[config.mk]
export PLATFORM = sky130hd
export DESIGN_NAME = round_robin_sleep_scheduler
export DESIGN_NICKNAME = d
export VERILOG_FILES = /design/src/design/rrss_pkg.sv /design/src/design/rrss_ram.sv /design/src/design/round_robin_sleep_scheduler.sv
export SDC_FILE = /design/constraint.sdc
export NUM_CORES = 2
export LEC_CHECK = 0
export BUFFER_PORTS_ARGS = -buffer_cell sky130_fd_sc_hd__buf_4
export CORE_ASPECT_RATIO = 1.1
export CORE_MARGIN = 1
export CORE_UTILIZATION = 33
export CTS_CLUSTER_SIZE = 20
export DETAILED_ROUTE_END_ITERATION = 7
export SYNTH_ARGS = -nofsm -noshare
export SYNTH_HDL_FRONTEND = slang
export SYNTH_HIERARCHICAL = 1
export SYNTH_SLANG_ARGS = --single-unit
[constraint.sdc]
create_clock -name clk -period 5 [get_ports clk]
set_input_delay 0 -clock clk [delete_from_list [all_inputs] [get_ports clk]]
set_output_delay 0 -clock clk [all_outputs]
set_load 0.03 [all_outputs]
[src/design/rrss_pkg.sv]
// Shared constants, payload types and state encoding of the round-robin sleep scheduler.
package rrss_pkg;

	localparam int MAX_THREADS  = 32;
	localparam int SLOT_W       = $clog2(MAX_THREADS);
	localparam int CNT_W        = $clog2(MAX_THREADS + 1);
	localparam int OP_W         = 3;
	localparam int TICKS_W      = 32;
	localparam int SLOT_FIELD_W = 5;

	localparam logic [OP_W-1:0] OP_ADD   = 3'd0;
	localparam logic [OP_W-1:0] OP_KILL  = 3'd1;
	localparam logic [OP_W-1:0] OP_SLEEP = 3'd2;
	localparam logic [OP_W-1:0] OP_TICK  = 3'd3;
	localparam logic [OP_W-1:0] OP_SCHED = 3'd4;

	typedef logic [SLOT_W-1:0] slot_idx_t;
	typedef logic [CNT_W-1:0]  cnt_t;

	typedef struct packed {
		logic [OP_W-1:0]    op;
		logic [TICKS_W-1:0] sleep_ticks;
	} req_t;

	typedef struct packed {
		logic                    ok;
		logic [SLOT_FIELD_W-1:0] slot;
		logic                    none_ready;
	} rsp_t;

	typedef enum logic [3:0] {
		ST_IDLE,
		ST_DISPATCH,
		ST_ADD_SCAN,
		ST_ADD_LINK0,
		ST_ADD_LINK1,
		ST_KILL_WR,
		ST_TICK,
		ST_SCHED_FIRST,
		ST_SCHED_WALK,
		ST_DONE
	} state_t;

	function automatic logic [SLOT_FIELD_W-1:0] slot_field(slot_idx_t v);
		logic [SLOT_W+SLOT_FIELD_W-1:0] w;
		w = {{SLOT_FIELD_W{1'b0}}, v};
		return w[SLOT_FIELD_W-1:0];
	endfunction

endpackage

[src/design/rrss_ram.sv]
// Generic single-write, single-read RAM with a registered read port.
module rrss_ram #(
	parameter int WIDTH = 8,
	parameter int DEPTH = 32,
	localparam int AW = $clog2(DEPTH)
) (
	input  logic             clk,
	input  logic             wr_en,
	input  logic [AW-1:0]    wr_addr,
	input  logic [WIDTH-1:0] wr_data,
	input  logic [AW-1:0]    rd_addr,
	output logic [WIDTH-1:0] rd_data
);

	logic [WIDTH-1:0] mem_q [DEPTH];
	logic [WIDTH-1:0] rd_data_q;

	always_ff @(posedge clk) begin
		if (wr_en) begin
			mem_q[wr_addr] <= wr_data;
		end
		rd_data_q <= mem_q[rd_addr];
	end

	assign rd_data = rd_data_q;

endmodule

[src/design/round_robin_sleep_scheduler.sv]
// Top level of the round-robin sleep scheduler: sequencer, ring pointers, link and count memories.
//
// channel  direction  handshake               payload
// req      in         req_valid / req_stall   rrss_pkg::req_t (op, sleep_ticks)
// rsp      out        rsp_valid / rsp_stall   rrss_pkg::rsp_t (ok, slot, none_ready)
//
// One request is worked at a time; req_stall is high from acceptance until the result is loaded.
// Add scans one slot a cycle for a free slot, then links it in. Kill relinks the neighbours; sleep writes its count.
// Tick sweeps every slot through the count memory.
// Schedule walks the ring one slot a cycle.
// Each link and count memory has a single read port.
// A result waits in the output register under rsp_stall while the next request is worked.
module round_robin_sleep_scheduler (
	input  logic           clk,
	input  logic           arst_n,
	input  logic           req_valid,
	output logic           req_stall,
	input  rrss_pkg::req_t req,
	output logic           rsp_valid,
	input  logic           rsp_stall,
	output rrss_pkg::rsp_t rsp
);

	localparam int MAXT = rrss_pkg::MAX_THREADS;
	localparam int SW   = rrss_pkg::SLOT_W;
	localparam int CW   = rrss_pkg::CNT_W;
	localparam int TW   = rrss_pkg::TICKS_W;

	rrss_pkg::state_t state_q, state_d;

	logic [rrss_pkg::OP_W-1:0] op_q;
	logic [TW-1:0]             ticks_q;
	logic [MAXT-1:0]           used_q;
	rrss_pkg::slot_idx_t       head_q, tail_q, run_q, add_slot_q, cur_q;
	rrss_pkg::cnt_t            cnt_q, scan_q, k_q;
	logic                      tick_vld_s1;
	rrss_pkg::slot_idx_t       tick_idx_s1;
	logic                      ok_q, none_q, is_add_q;
	rrss_pkg::rsp_t            rsp_q;
	logic                      rsp_valid_q;

	logic                nx_we, pv_we, sl_we;
	rrss_pkg::slot_idx_t nx_waddr, pv_waddr, sl_waddr;
	rrss_pkg::slot_idx_t nx_wdata, pv_wdata;
	logic [TW-1:0]       sl_wdata;
	rrss_pkg::slot_idx_t nx_raddr, pv_raddr, sl_raddr;
	rrss_pkg::slot_idx_t nx_rdata, pv_rdata;
	logic [TW-1:0]       sl_rdata;

	logic                run_live;
	rrss_pkg::slot_idx_t scan_idx;
	rrss_pkg::slot_idx_t first_c;
	logic                sleep_zero;
	rrss_pkg::cnt_t      k_next;
	logic                walk_end;
	logic                rsp_free;
	rrss_pkg::rsp_t      rsp_d;

	assign run_live   = (cnt_q != '0) && used_q[run_q];
	assign scan_idx   = scan_q[SW-1:0];
	assign first_c    = used_q[nx_rdata] ? nx_rdata : head_q;
	assign sleep_zero = (sl_rdata == '0);
	assign k_next     = k_q + CW'(1);
	assign walk_end   = (k_next >= cnt_q);
	assign rsp_free   = !rsp_valid_q || !rsp_stall;

	always_comb begin
		rsp_d.ok         = ok_q;
		rsp_d.none_ready = none_q;
		if (is_add_q) begin
			rsp_d.slot = ok_q ? rrss_pkg::slot_field(add_slot_q) : '0;
		end else begin
			rsp_d.slot = rrss_pkg::slot_field(run_q);
		end
	end

	rrss_ram #(.WIDTH(SW), .DEPTH(MAXT)) u_next_ram (
		.clk(clk), .wr_en(nx_we), .wr_addr(nx_waddr), .wr_data(nx_wdata),
		.rd_addr(nx_raddr), .rd_data(nx_rdata)
	);

	rrss_ram #(.WIDTH(SW), .DEPTH(MAXT)) u_prev_ram (
		.clk(clk), .wr_en(pv_we), .wr_addr(pv_waddr), .wr_data(pv_wdata),
		.rd_addr(pv_raddr), .rd_data(pv_rdata)
	);

	rrss_ram #(.WIDTH(TW), .DEPTH(MAXT)) u_sleep_ram (
		.clk(clk), .wr_en(sl_we), .wr_addr(sl_waddr), .wr_data(sl_wdata),
		.rd_addr(sl_raddr), .rd_data(sl_rdata)
	);

	always_comb begin
		state_d = state_q;
		case (state_q)
			rrss_pkg::ST_IDLE: begin
				if (req_valid) begin
					state_d = rrss_pkg::ST_DISPATCH;
				end
			end
			rrss_pkg::ST_DISPATCH: begin
				case (op_q)
					rrss_pkg::OP_ADD: state_d = rrss_pkg::ST_ADD_SCAN;
					rrss_pkg::OP_KILL: begin
						state_d = (run_live && cnt_q > CW'(1)) ? rrss_pkg::ST_KILL_WR
							: rrss_pkg::ST_DONE;
					end
					rrss_pkg::OP_TICK: begin
						state_d = (cnt_q != '0) ? rrss_pkg::ST_TICK : rrss_pkg::ST_DONE;
					end
					rrss_pkg::OP_SCHED: begin
						state_d = (cnt_q != '0) ? rrss_pkg::ST_SCHED_FIRST : rrss_pkg::ST_DONE;
					end
					default: state_d = rrss_pkg::ST_DONE;
				endcase
			end
			rrss_pkg::ST_ADD_SCAN: begin
				if (!used_q[scan_idx]) begin
					state_d = rrss_pkg::ST_ADD_LINK0;
				end else if (scan_q == CW'(MAXT - 1)) begin
					state_d = rrss_pkg::ST_DONE;
				end
			end
			rrss_pkg::ST_ADD_LINK0: begin
				state_d = (cnt_q == '0) ? rrss_pkg::ST_DONE : rrss_pkg::ST_ADD_LINK1;
			end
			rrss_pkg::ST_ADD_LINK1: state_d = rrss_pkg::ST_DONE;
			rrss_pkg::ST_KILL_WR: state_d = rrss_pkg::ST_DONE;
			rrss_pkg::ST_TICK: begin
				if (scan_q == CW'(MAXT)) begin
					state_d = rrss_pkg::ST_DONE;
				end
			end
			rrss_pkg::ST_SCHED_FIRST: state_d = rrss_pkg::ST_SCHED_WALK;
			rrss_pkg::ST_SCHED_WALK: begin
				if (sleep_zero || walk_end) begin
					state_d = rrss_pkg::ST_DONE;
				end
			end
			rrss_pkg::ST_DONE: begin
				if (rsp_free) begin
					state_d = rrss_pkg::ST_IDLE;
				end
			end
			default: state_d = rrss_pkg::ST_IDLE;
		endcase
	end

	always_comb begin
		req_stall = 1'b1;
		nx_we     = 1'b0;
		nx_waddr  = '0;
		nx_wdata  = '0;
		nx_raddr  = '0;
		pv_we     = 1'b0;
		pv_waddr  = '0;
		pv_wdata  = '0;
		pv_raddr  = '0;
		sl_we     = 1'b0;
		sl_waddr  = '0;
		sl_wdata  = '0;
		sl_raddr  = '0;
		case (state_q)
			rrss_pkg::ST_IDLE: req_stall = 1'b0;
			rrss_pkg::ST_DISPATCH: begin
				nx_raddr = run_q;
				pv_raddr = run_q;
				if (op_q == rrss_pkg::OP_SLEEP && run_live) begin
					sl_we    = 1'b1;
					sl_waddr = run_q;
					sl_wdata = ticks_q;
				end
			end
			rrss_pkg::ST_ADD_LINK0: begin
				nx_we    = 1'b1;
				nx_waddr = add_slot_q;
				nx_wdata = (cnt_q == '0) ? add_slot_q : head_q;
				pv_we    = 1'b1;
				pv_waddr = add_slot_q;
				pv_wdata = (cnt_q == '0) ? add_slot_q : tail_q;
				sl_we    = 1'b1;
				sl_waddr = add_slot_q;
				sl_wdata = '0;
			end
			rrss_pkg::ST_ADD_LINK1: begin
				pv_we    = 1'b1;
				pv_waddr = head_q;
				pv_wdata = add_slot_q;
				nx_we    = 1'b1;
				nx_waddr = tail_q;
				nx_wdata = add_slot_q;
			end
			rrss_pkg::ST_KILL_WR: begin
				pv_we    = 1'b1;
				pv_waddr = nx_rdata;
				pv_wdata = pv_rdata;
				nx_we    = 1'b1;
				nx_waddr = pv_rdata;
				nx_wdata = nx_rdata;
			end
			rrss_pkg::ST_TICK: begin
				sl_raddr = scan_idx;
				sl_we    = tick_vld_s1 && used_q[tick_idx_s1] && !sleep_zero;
				sl_waddr = tick_idx_s1;
				sl_wdata = sl_rdata - TW'(1);
			end
			rrss_pkg::ST_SCHED_FIRST: begin
				nx_raddr = first_c;
				sl_raddr = first_c;
			end
			rrss_pkg::ST_SCHED_WALK: begin
				nx_raddr = nx_rdata;
				sl_raddr = nx_rdata;
			end
			default: req_stall = 1'b1;
		endcase
	end

	always_ff @(posedge clk or negedge arst_n) begin
		if (!arst_n) begin
			state_q <= rrss_pkg::ST_IDLE;
		end else begin
			state_q <= state_d;
		end
	end

	always_ff @(posedge clk or negedge arst_n) begin
		if (!arst_n) begin
			used_q      <= '0;
			head_q      <= '0;
			tail_q      <= '0;
			run_q       <= '0;
			cnt_q       <= '0;
			tick_vld_s1 <= 1'b0;
			rsp_valid_q <= 1'b0;
		end else begin
			tick_vld_s1 <= (state_q == rrss_pkg::ST_TICK) && (scan_q != CW'(MAXT));
			if (state_q == rrss_pkg::ST_DONE && rsp_free) begin
				rsp_valid_q <= 1'b1;
			end else if (!rsp_stall) begin
				rsp_valid_q <= 1'b0;
			end
			case (state_q)
				rrss_pkg::ST_DISPATCH: begin
					if (op_q == rrss_pkg::OP_KILL && run_live && cnt_q == CW'(1)) begin
						cnt_q         <= '0;
						used_q[run_q] <= 1'b0;
					end
				end
				rrss_pkg::ST_ADD_LINK0: begin
					used_q[add_slot_q] <= 1'b1;
					cnt_q              <= cnt_q + CW'(1);
					if (cnt_q == '0) begin
						head_q <= add_slot_q;
						tail_q <= add_slot_q;
						run_q  <= add_slot_q;
					end
				end
				rrss_pkg::ST_ADD_LINK1: tail_q <= add_slot_q;
				rrss_pkg::ST_KILL_WR: begin
					cnt_q         <= cnt_q - CW'(1);
					used_q[run_q] <= 1'b0;
					if (run_q == tail_q) begin
						tail_q <= pv_rdata;
					end
					if (run_q == head_q) begin
						head_q <= nx_rdata;
					end
				end
				rrss_pkg::ST_SCHED_WALK: begin
					if (sleep_zero) begin
						run_q <= cur_q;
					end
				end
				default: begin
				end
			endcase
		end
	end

	always_ff @(posedge clk) begin
		if (state_q == rrss_pkg::ST_DONE && rsp_free) begin
			rsp_q <= rsp_d;
		end
		case (state_q)
			rrss_pkg::ST_IDLE: begin
				if (req_valid) begin
					op_q    <= req.op;
					ticks_q <= req.sleep_ticks;
				end
			end
			rrss_pkg::ST_DISPATCH: begin
				none_q   <= 1'b0;
				is_add_q <= (op_q == rrss_pkg::OP_ADD);
				scan_q   <= '0;
				case (op_q)
					rrss_pkg::OP_KILL:  ok_q <= run_live;
					rrss_pkg::OP_SLEEP: ok_q <= run_live;
					rrss_pkg::OP_TICK:  ok_q <= (cnt_q != '0);
					default:            ok_q <= 1'b0;
				endcase
			end
			rrss_pkg::ST_ADD_SCAN: begin
				if (!used_q[scan_idx]) begin
					add_slot_q <= scan_idx;
				end else begin
					scan_q <= scan_q + CW'(1);
				end
			end
			rrss_pkg::ST_ADD_LINK0: ok_q <= 1'b1;
			rrss_pkg::ST_TICK: begin
				tick_idx_s1 <= scan_idx;
				if (scan_q != CW'(MAXT)) begin
					scan_q <= scan_q + CW'(1);
				end
			end
			rrss_pkg::ST_SCHED_FIRST: begin
				cur_q <= first_c;
				k_q   <= '0;
			end
			rrss_pkg::ST_SCHED_WALK: begin
				if (sleep_zero) begin
					ok_q <= 1'b1;
				end else if (walk_end) begin
					none_q <= 1'b1;
				end else begin
					k_q   <= k_next;
					cur_q <= nx_rdata;
				end
			end
			default: begin
			end
		endcase
	end

	assign rsp_valid = rsp_valid_q;
	assign rsp       = rsp_q;

	a_count_matches_used: assert property (@(posedge clk) disable iff (!arst_n)
		state_q == rrss_pkg::ST_IDLE |-> $countones(used_q) == int'(cnt_q))
		else $error("Thread count does not match the number of used slots.");

	a_count_in_range: assert property (@(posedge clk) disable iff (!arst_n)
		int'(cnt_q) <= MAXT)
		else $error("Thread count exceeds the pool size.");

	a_rsp_from_done: assert property (@(posedge clk) disable iff (!arst_n)
		$rose(rsp_valid_q) |-> $past(state_q == rrss_pkg::ST_DONE))
		else $error("A result was loaded outside the completion state.");

	a_sched_picks_walk_slot: assert property (@(posedge clk) disable iff (!arst_n)
		state_q == rrss_pkg::ST_SCHED_WALK && sleep_zero |=> run_q == $past(cur_q))
		else $error("Schedule did not move to the ready slot it found.");

	a_tick_no_collision: assert property (@(posedge clk) disable iff (!arst_n)
		state_q == rrss_pkg::ST_TICK && sl_we |-> sl_waddr != sl_raddr
			|| scan_q == CW'(MAXT))
		else $error("Tick sweep wrote the entry it is reading.");

	a_one_request_at_a_time: assert property (@(posedge clk) disable iff (!arst_n)
		!req_stall |-> state_q == rrss_pkg::ST_IDLE && $countones(used_q) == int'(cnt_q))
		else $error("A request was taken while another was in progress.");

endmodule
## Word-level counts from Yosys, hierarchy flattened

Memories as Yosys holds them, arrays and structs flattened. A register that Yosys moved wholly into a read port is not among the register bits.
Cells that the tools add are included.

| cells by class | value |
|---|---|
| $add $sub $neg | 5 |
| $lt $le $gt $ge | 9 |
| eq/ne operators | 35 |
| muxes and demuxes | 76 |
| bitwise logic cells | 4 |
| reduce and logical (&&, ||, !) cells | 43 |

Operators with widths:

| operator | number |
|---|---|
| $pmux 5 s3 | 8 |
| $pmux 32 s3 | 1 |
| $mux 5 | 13 |
| $mux 32 | 2 |
| $pmux 32 s2 | 1 |
| $mux 4 | 10 |
| $pmux 4 s9 | 1 |
| $pmux 6 s3 | 2 |
| $and 32x32->32 | 1 |
| $logic_not 32->1 | 1 |
| $not 32->32 | 1 |
| $or 32x32->32 | 1 |
| $sub 32x1->32 const B | 1 |
| $lt 5x6->1 const B | 5 |
| $mux 6 | 5 |
| $pmux 5 s2 | 3 |
| $ne 2x2->1 const B | 13 |
| $bmux 1 s5 | 4 |
| $add 6x1->6 const B | 3 |
| $mux 1 | 18 |
| $eq 4x3->1 const B | 4 |
| $pmux 4 s4 | 1 |
| $pmux 6 s2 | 1 |
| $reduce_and 2->1 | 6 |
| 34 further kinds | 66 |

| word-level totals | value |
|---|---|
| flip-flop bits (word level) | 131 |
| memory bits (writable) | 1344 |
| input port bits | 39 |
| output and inout port bits | 9 |
| memories kept | 3 |

Memory list:

| name | words | bits a word | read ports | clocked after memory_dff | wr ports | RTL line | RTL |
|---|---|---|---|---|---|---|---|
| u_sleep_ram.mem_q | 32 | 32 | 1 | 1 | 1 | rrss_ram.sv:15 | `logic [WIDTH-1:0] mem_q [DEPTH];` |
| u_next_ram.mem_q | 32 | 5 | 1 | 1 | 1 | rrss_ram.sv:15 |  |
| u_prev_ram.mem_q | 32 | 5 | 1 | 1 | 1 | rrss_ram.sv:15 |  |

## Longest topological paths before layout

| depth | value |
|---|---|
| depth in word-level cells | 8 |
| depth in mapped cells | 15 |
| depth with buffers taken out | 11 |

## Hierarchy

Netlist, hierarchy kept.

By module, submodules not included:

| module | instances | cells an instance | area each (sq um) |
|---|---|---|---|
| rrss_ram (u_sleep_ram) | 1 | 2260 | 40485.1 |
| rrss_ram (u_next_ram ...) | 2 | 277 | 6344.8 |
| round_robin_sleep_scheduler | 1 | 850 | 8528.2 |

## Worst setup path before layout

Ideal clock, no wire load.

| timing | value |
|---|---|
| path type | register to register |
| start | register run_q[1] |
| end | memory u_sleep_ram/mem_q[28][0] (netlist name) (enable) |
| library setup time | 0.421 ns |
| arrival | 3.982 ns |
| required time | 4.579 ns |
| setup slack | 0.597 ns |
| stages on the path, launching flop included | 12 |
| buffers on the path | 2 |
| period minus slack after synthesis | 4.403 ns |
| path through | dfrtp_1 buf_2 or3b_2 o221ai_1 a22oi_1 o2111ai_1 nand2_1 nor4_2 or3_1 or3b_2 clkbuf_1 nor2_1 |

| between the ends | value |
|---|---|
| longest elaborated chain between the ends | 8 |
| elaborated cells between the ends (all ways) | 10 |
| classes of those cells | 8 x mux; 2 x reduce/logical |

RTL lines:

| element | RTL line | RTL |
|---|---|---|
| start: declaration | round_robin_sleep_scheduler.sv:34 | `rrss_pkg::slot_idx_t head_q, tail_q, run_q, add_slot_q, cur_q;` |
| start signal: assignment | round_robin_sleep_scheduler.sv:255 | `run_q <= add_slot_q;` |
| start signal: assignment | round_robin_sleep_scheduler.sv:271 | `run_q <= cur_q;` |
| $bmux 1 s5 | round_robin_sleep_scheduler.sv:59 | `assign run_live = (cnt_q != '0) && used_q[run_q];` |
| $mux 1 (not written as such) | round_robin_sleep_scheduler.sv:59 |  |
| $logic_and 1x1->1 | round_robin_sleep_scheduler.sv:59 |  |
| $logic_and 1x1->1 | round_robin_sleep_scheduler.sv:167 | `if (op_q == rrss_pkg::OP_SLEEP && run_live) begin` |
| $mux 1 | round_robin_sleep_scheduler.sv:167 |  |
| $pmux 1 s3 | round_robin_sleep_scheduler.sv:162 | `case (state_q)` |
| net sl_we | round_robin_sleep_scheduler.sv:42 | `logic nx_we, pv_we, sl_we;` |
| $mux 1 | rrss_ram.sv:19 | `if (wr_en) begin` |
| $mux 1 (not written as such) | rrss_ram.sv:20 | `mem_q[wr_addr] <= wr_data;` |
| end: declaration | rrss_ram.sv:15 |  |

The timed path passes the listed nets, and every way through them passes these cells. The select of a mux whose other input is x is not followed.

## Final worst setup path

| timing | value |
|---|---|
| start | register u_next_ram.rd_data_q[0], in the netlist u_next_ram/rd_data[0], read port of u_next_ram.mem_q |
| end | register u_sleep_ram.rd_data_q[13], in the netlist u_sleep_ram/rd_data[13], read port of u_sleep_ram.mem_q |

| between the ends | value |
|---|---|
| longest elaborated chain between the ends | 4 |

RTL lines:

| element | RTL line | RTL |
|---|---|---|
| start: declaration | rrss_ram.sv:16 | `logic [WIDTH-1:0] rd_data_q;` |
| $bmux 1 s5 | round_robin_sleep_scheduler.sv:61 | `assign first_c = used_q[nx_rdata] ? nx_rdata : head_q;` |
| $mux 1 (not written as such) | round_robin_sleep_scheduler.sv:61 |  |
| $mux 5 | round_robin_sleep_scheduler.sv:61 |  |
| $pmux 5 s3 * | round_robin_sleep_scheduler.sv:162 |  |
| net sl_raddr[0] | round_robin_sleep_scheduler.sv:46 | `rrss_pkg::slot_idx_t nx_raddr, pv_raddr, sl_raddr;` |
| end: declaration | rrss_ram.sv:16 |  |

Mark *: on every way through the listed nets, which the timed path passes. The rest lies on a longest branch. The select of a mux whose other input is x is not followed.
A chain may end at the register's enable or synchronous reset.

==> impl_results.md <==
- Syn Area/Cell: 16.8 um^2
- FP Rows: 166
- Top post-synthesis cells by count: edfxtp_1, mux2i_1, nand2_1
- Initial Util: 33.2%
- CP Class: flop to flop
- Worst Hold Class: primary input to flop
- Die ar.: 189,000 um^2
- Top-area cell type share of the netlist area: 68.9%
- Final hold vios: 0
- Num CTS Buffers: 157
- Worst-margin pin slew: 1.30 ns
- Final Power: 35.4 mW
- Fin crit period: 4.43 ns
- Largest net degree at the start of global routing: 75
- Reg-to-reg startpoint: u_next_ram/rd_data[0]
- RR Endpoint: u_sleep_ram/rd_data[13]
- 1st-iter DRT viols: 3,317
- Count of cell types in the netlist: 73
- Hold depth: 4
- Hold Path End: rsp_valid
- Fmax: 226 MHz
- Max Cap Viol: 0
- Mapped Cells: 3,664
- Initial antenna violation count: 1
- R2r setup slk: 0.57 ns
- Top FF cell, synth: edfxtp_1
- Count leader, synth: edfxtp_1
- # nets final: 3,994
- Pins over their slew limit: 0
- FF+latch count, synth: 1,517
- Share of layout cells above drive strength 1: 16.9%
- Vias/cell: 5.35
- Pre-Repair DR Iteration Count: 8
- HPWL after detailed placement: 97,800 um
- LEAKAGE: 22.0 nW
- Ports: 48
- Post-route DRC: 0
- CTS resizes: 0
- CTS max path bufs: 3
- Register area share after synthesis: 72.7%
- Placer Congestion: 0.902
- Final instance area: 72,500 um^2
- Final cell count without fillers: 6,511
- WP data required: 5.67 ns
- Crit. End Element: flop
- Synthesized area: 61,700 um^2
- Final-report setup violation count: 0
- Setup_tns: 0 ns
- Maximum VDD drop: 0.000291 V
- Grt ovf: 0
- Status: completed
- Clock latency on the worst-skew pair: 0.80 ns
- ANT nets after route: 0
- Slew headroom: 13.0%
- Fraction of registers with async set/reset: 3.89%
- Ranking of synthesized cells by area: edfxtp_1, mux2i_1, mux4_2, dfrtp_1, dfxtp_1
- Number of synthesized flops with an enable pin: 1,416
- CTS clk-pin slew, worst paths: 0.06 ns
- Total track usage: 17.2%
- Core area: 186,000 um^2
- Period utilization: 88.5%
- Die Ht: 456 um
- Clk sink count: 1,517
- Yosys Warn Count: 6
- Post-synth net total: 3,716
- Maximum fanout along the worst path: 23
- Die X: 414 um
- DR WL/cell: 25.5 um
- Cells on worst reg2reg path: 15
- Htree depth: 4
- Final WL: 166,000 um
- Worst Path Arrival: 5.09 ns
- Hold Crit Start: rsp_stall
- PwrDens: 488 nW/um^2
- # port buffers: 47
- Placed insts: 6,144
- Skew final: 0.0403 ns
- DP Area: 66,600 um^2
- Global-route wire length before repair: 240,000 um
- Layout area overhead: 17.5%
- Via count: 34,844
- CTS tree: built
- RSZ-0062 raised after global routing: no
- Vias in the first global route: 34,583
- CTS root buffer: clkbuf_16
- Area leader, netlist: edfxtp_1
- Launching element type of the critical path: flop
## layout make-up
| type | count | area (um^2) |
|---|---|---|
| Antenna cell | 1 | 2.50 |
| Inverter | 39 | 146 |
| Sequential cell | 1517 | 44800 |
| Clock buffer | 230 | 4380 |
| Multi-Input combinational cell | 1903 | 16000 |
| Fill cell | 16774 | 113000 |
| Clock inverter | 61 | 764 |
| Timing Repair Buffer | 324 | 3310 |
| Tap cell | 2436 | 3050 |
## power breakdown
group	total, mW	switching [mW]	internal (mW)
clock network	11.6	4.95	6.67
logic	8.05	4.74	3.31
registers	15.7	0.872	14.9
total	35.4	10.6	24.8
## worst max-delay path by stage
| stage | startpoint | to | cells after the start |
|---|---|---|---|
| 2_1_floorplan | run_q[1] | u_sleep_ram/mem_q[28][0] | 11 |
| 3_3_place_gp | u_next_ram/rd_data[0] | u_sleep_ram/rd_data[12] | 15 |
| 4_1_cts | u_next_ram/rd_data[0] | u_sleep_ram/rd_data[12] | 15 |
| 5_1_grt | run_q[0] | u_sleep_ram/mem_q[19][6] | 10 |
| 3_5_place_dp | u_next_ram/rd_data[0] | u_sleep_ram/rd_data[12] | 15 |
| 6_report | u_next_ram/rd_data[0] | u_sleep_ram/rd_data[13] | 15 |
## metrics by stage
step           setup WS (ns)  utilization, %  hold slack, ns
2_1_floorplan          0.597               -          -0.296
3_3_place_gp           0.707            35.8           0.157
3_5_place_dp           0.666            35.8           0.161
4_1_cts                0.652            39.0         0.00619
5_1_grt                0.346            39.0          0.0836
6_report               0.573            39.0          0.0883
## repair_timing
item | CTS | global route
hold endpoints to repair | 105 | 0
setup endpoints to repair | 0 | 0
hold buffers | 75 | 0
setup buffers | 0 | 0
## per-layer routing
metal / vias to the layer above / track usage (%) / wire length, um
met4: 0 / 6.25 / 5360
met3: 299 / 2.79 / 10500
met5: - / 0 / 0
met1: 18082 / 22.4 / 67900
met2: 1344 / 29.0 / 82100
li1: 15119 / - / -
## critical path, cell delays in order, from the launching register on
cell and delay [ns]:
dfxtp_1 0.30, buf_4 0.23, mux4_2 0.52, mux2i_1 0.20, mux4_2 0.34, o21ai_0 0.17, a32oi_1 0.67, o21ai_4 0.39
buf_12 0.29, buf_12 0.20, buf_12 0.19, mux2i_1 0.19, a22o_1 0.18, nor3_1 0.05, a31oi_1 0.20, nand3_1 0.11
## placed cells by master (no fill, tap or decap), types with 12 or more instances in the layout
master / netlist / routed
a21oi_1: 164 / 164
a22o_1: 96 / 96
a22oi_1: 104 / 104
a31oi_1: 42 / 42
buf_12: 0 / 54
buf_4: 35 / 195
clkbuf_1: 97 / 59
clkbuf_16: 0 / 160
clkinv_1: 1 / 12
clkinv_2: 0 / 20
dfrtp_1: 59 / 59
dfxtp_1: 42 / 42
dlygate4sd3_1: 0 / 74
edfxtp_1: 1416 / 1416
ha_1: 13 / 13
inv_1: 38 / 37
mux2_2: 17 / 17
mux2i_1: 553 / 553
mux4_2: 125 / 125
nand2_1: 177 / 176
nand3_1: 129 / 129
nand3b_1: 19 / 19
nor2_1: 154 / 118
nor2_4: 0 / 35
nor3_1: 58 / 57
o21ai_0: 37 / 27
or3_1: 12 / 12
xnor2_1: 20 / 20
xor2_1: 24 / 24
## sequential cells by signal, indices dropped and copies added, names as in the netlist, 6 cells and up
name / cells
used_q: 32
k_q: 6
u_prev_ram/mem_q: 160
scan_q: 6
u_sleep_ram/mem_q: 1024
cnt_q: 6
u_sleep_ram/rd_data: 32
u_next_ram/mem_q: 160
ticks_q: 32
rsp: 7
## kinds of logic after synthesis
group | synth area share [%]
DFF | 72.7
and+or+nand+nor | 4.84
muxes | 13.8
xor gates and xnor gates | 0.625
adders and majority gates | 0.280
AOI/OAI and AO/OA | 5.76
buffers and inverters | 1.98
Note: power is estimated with default switching activity, not from simulation.
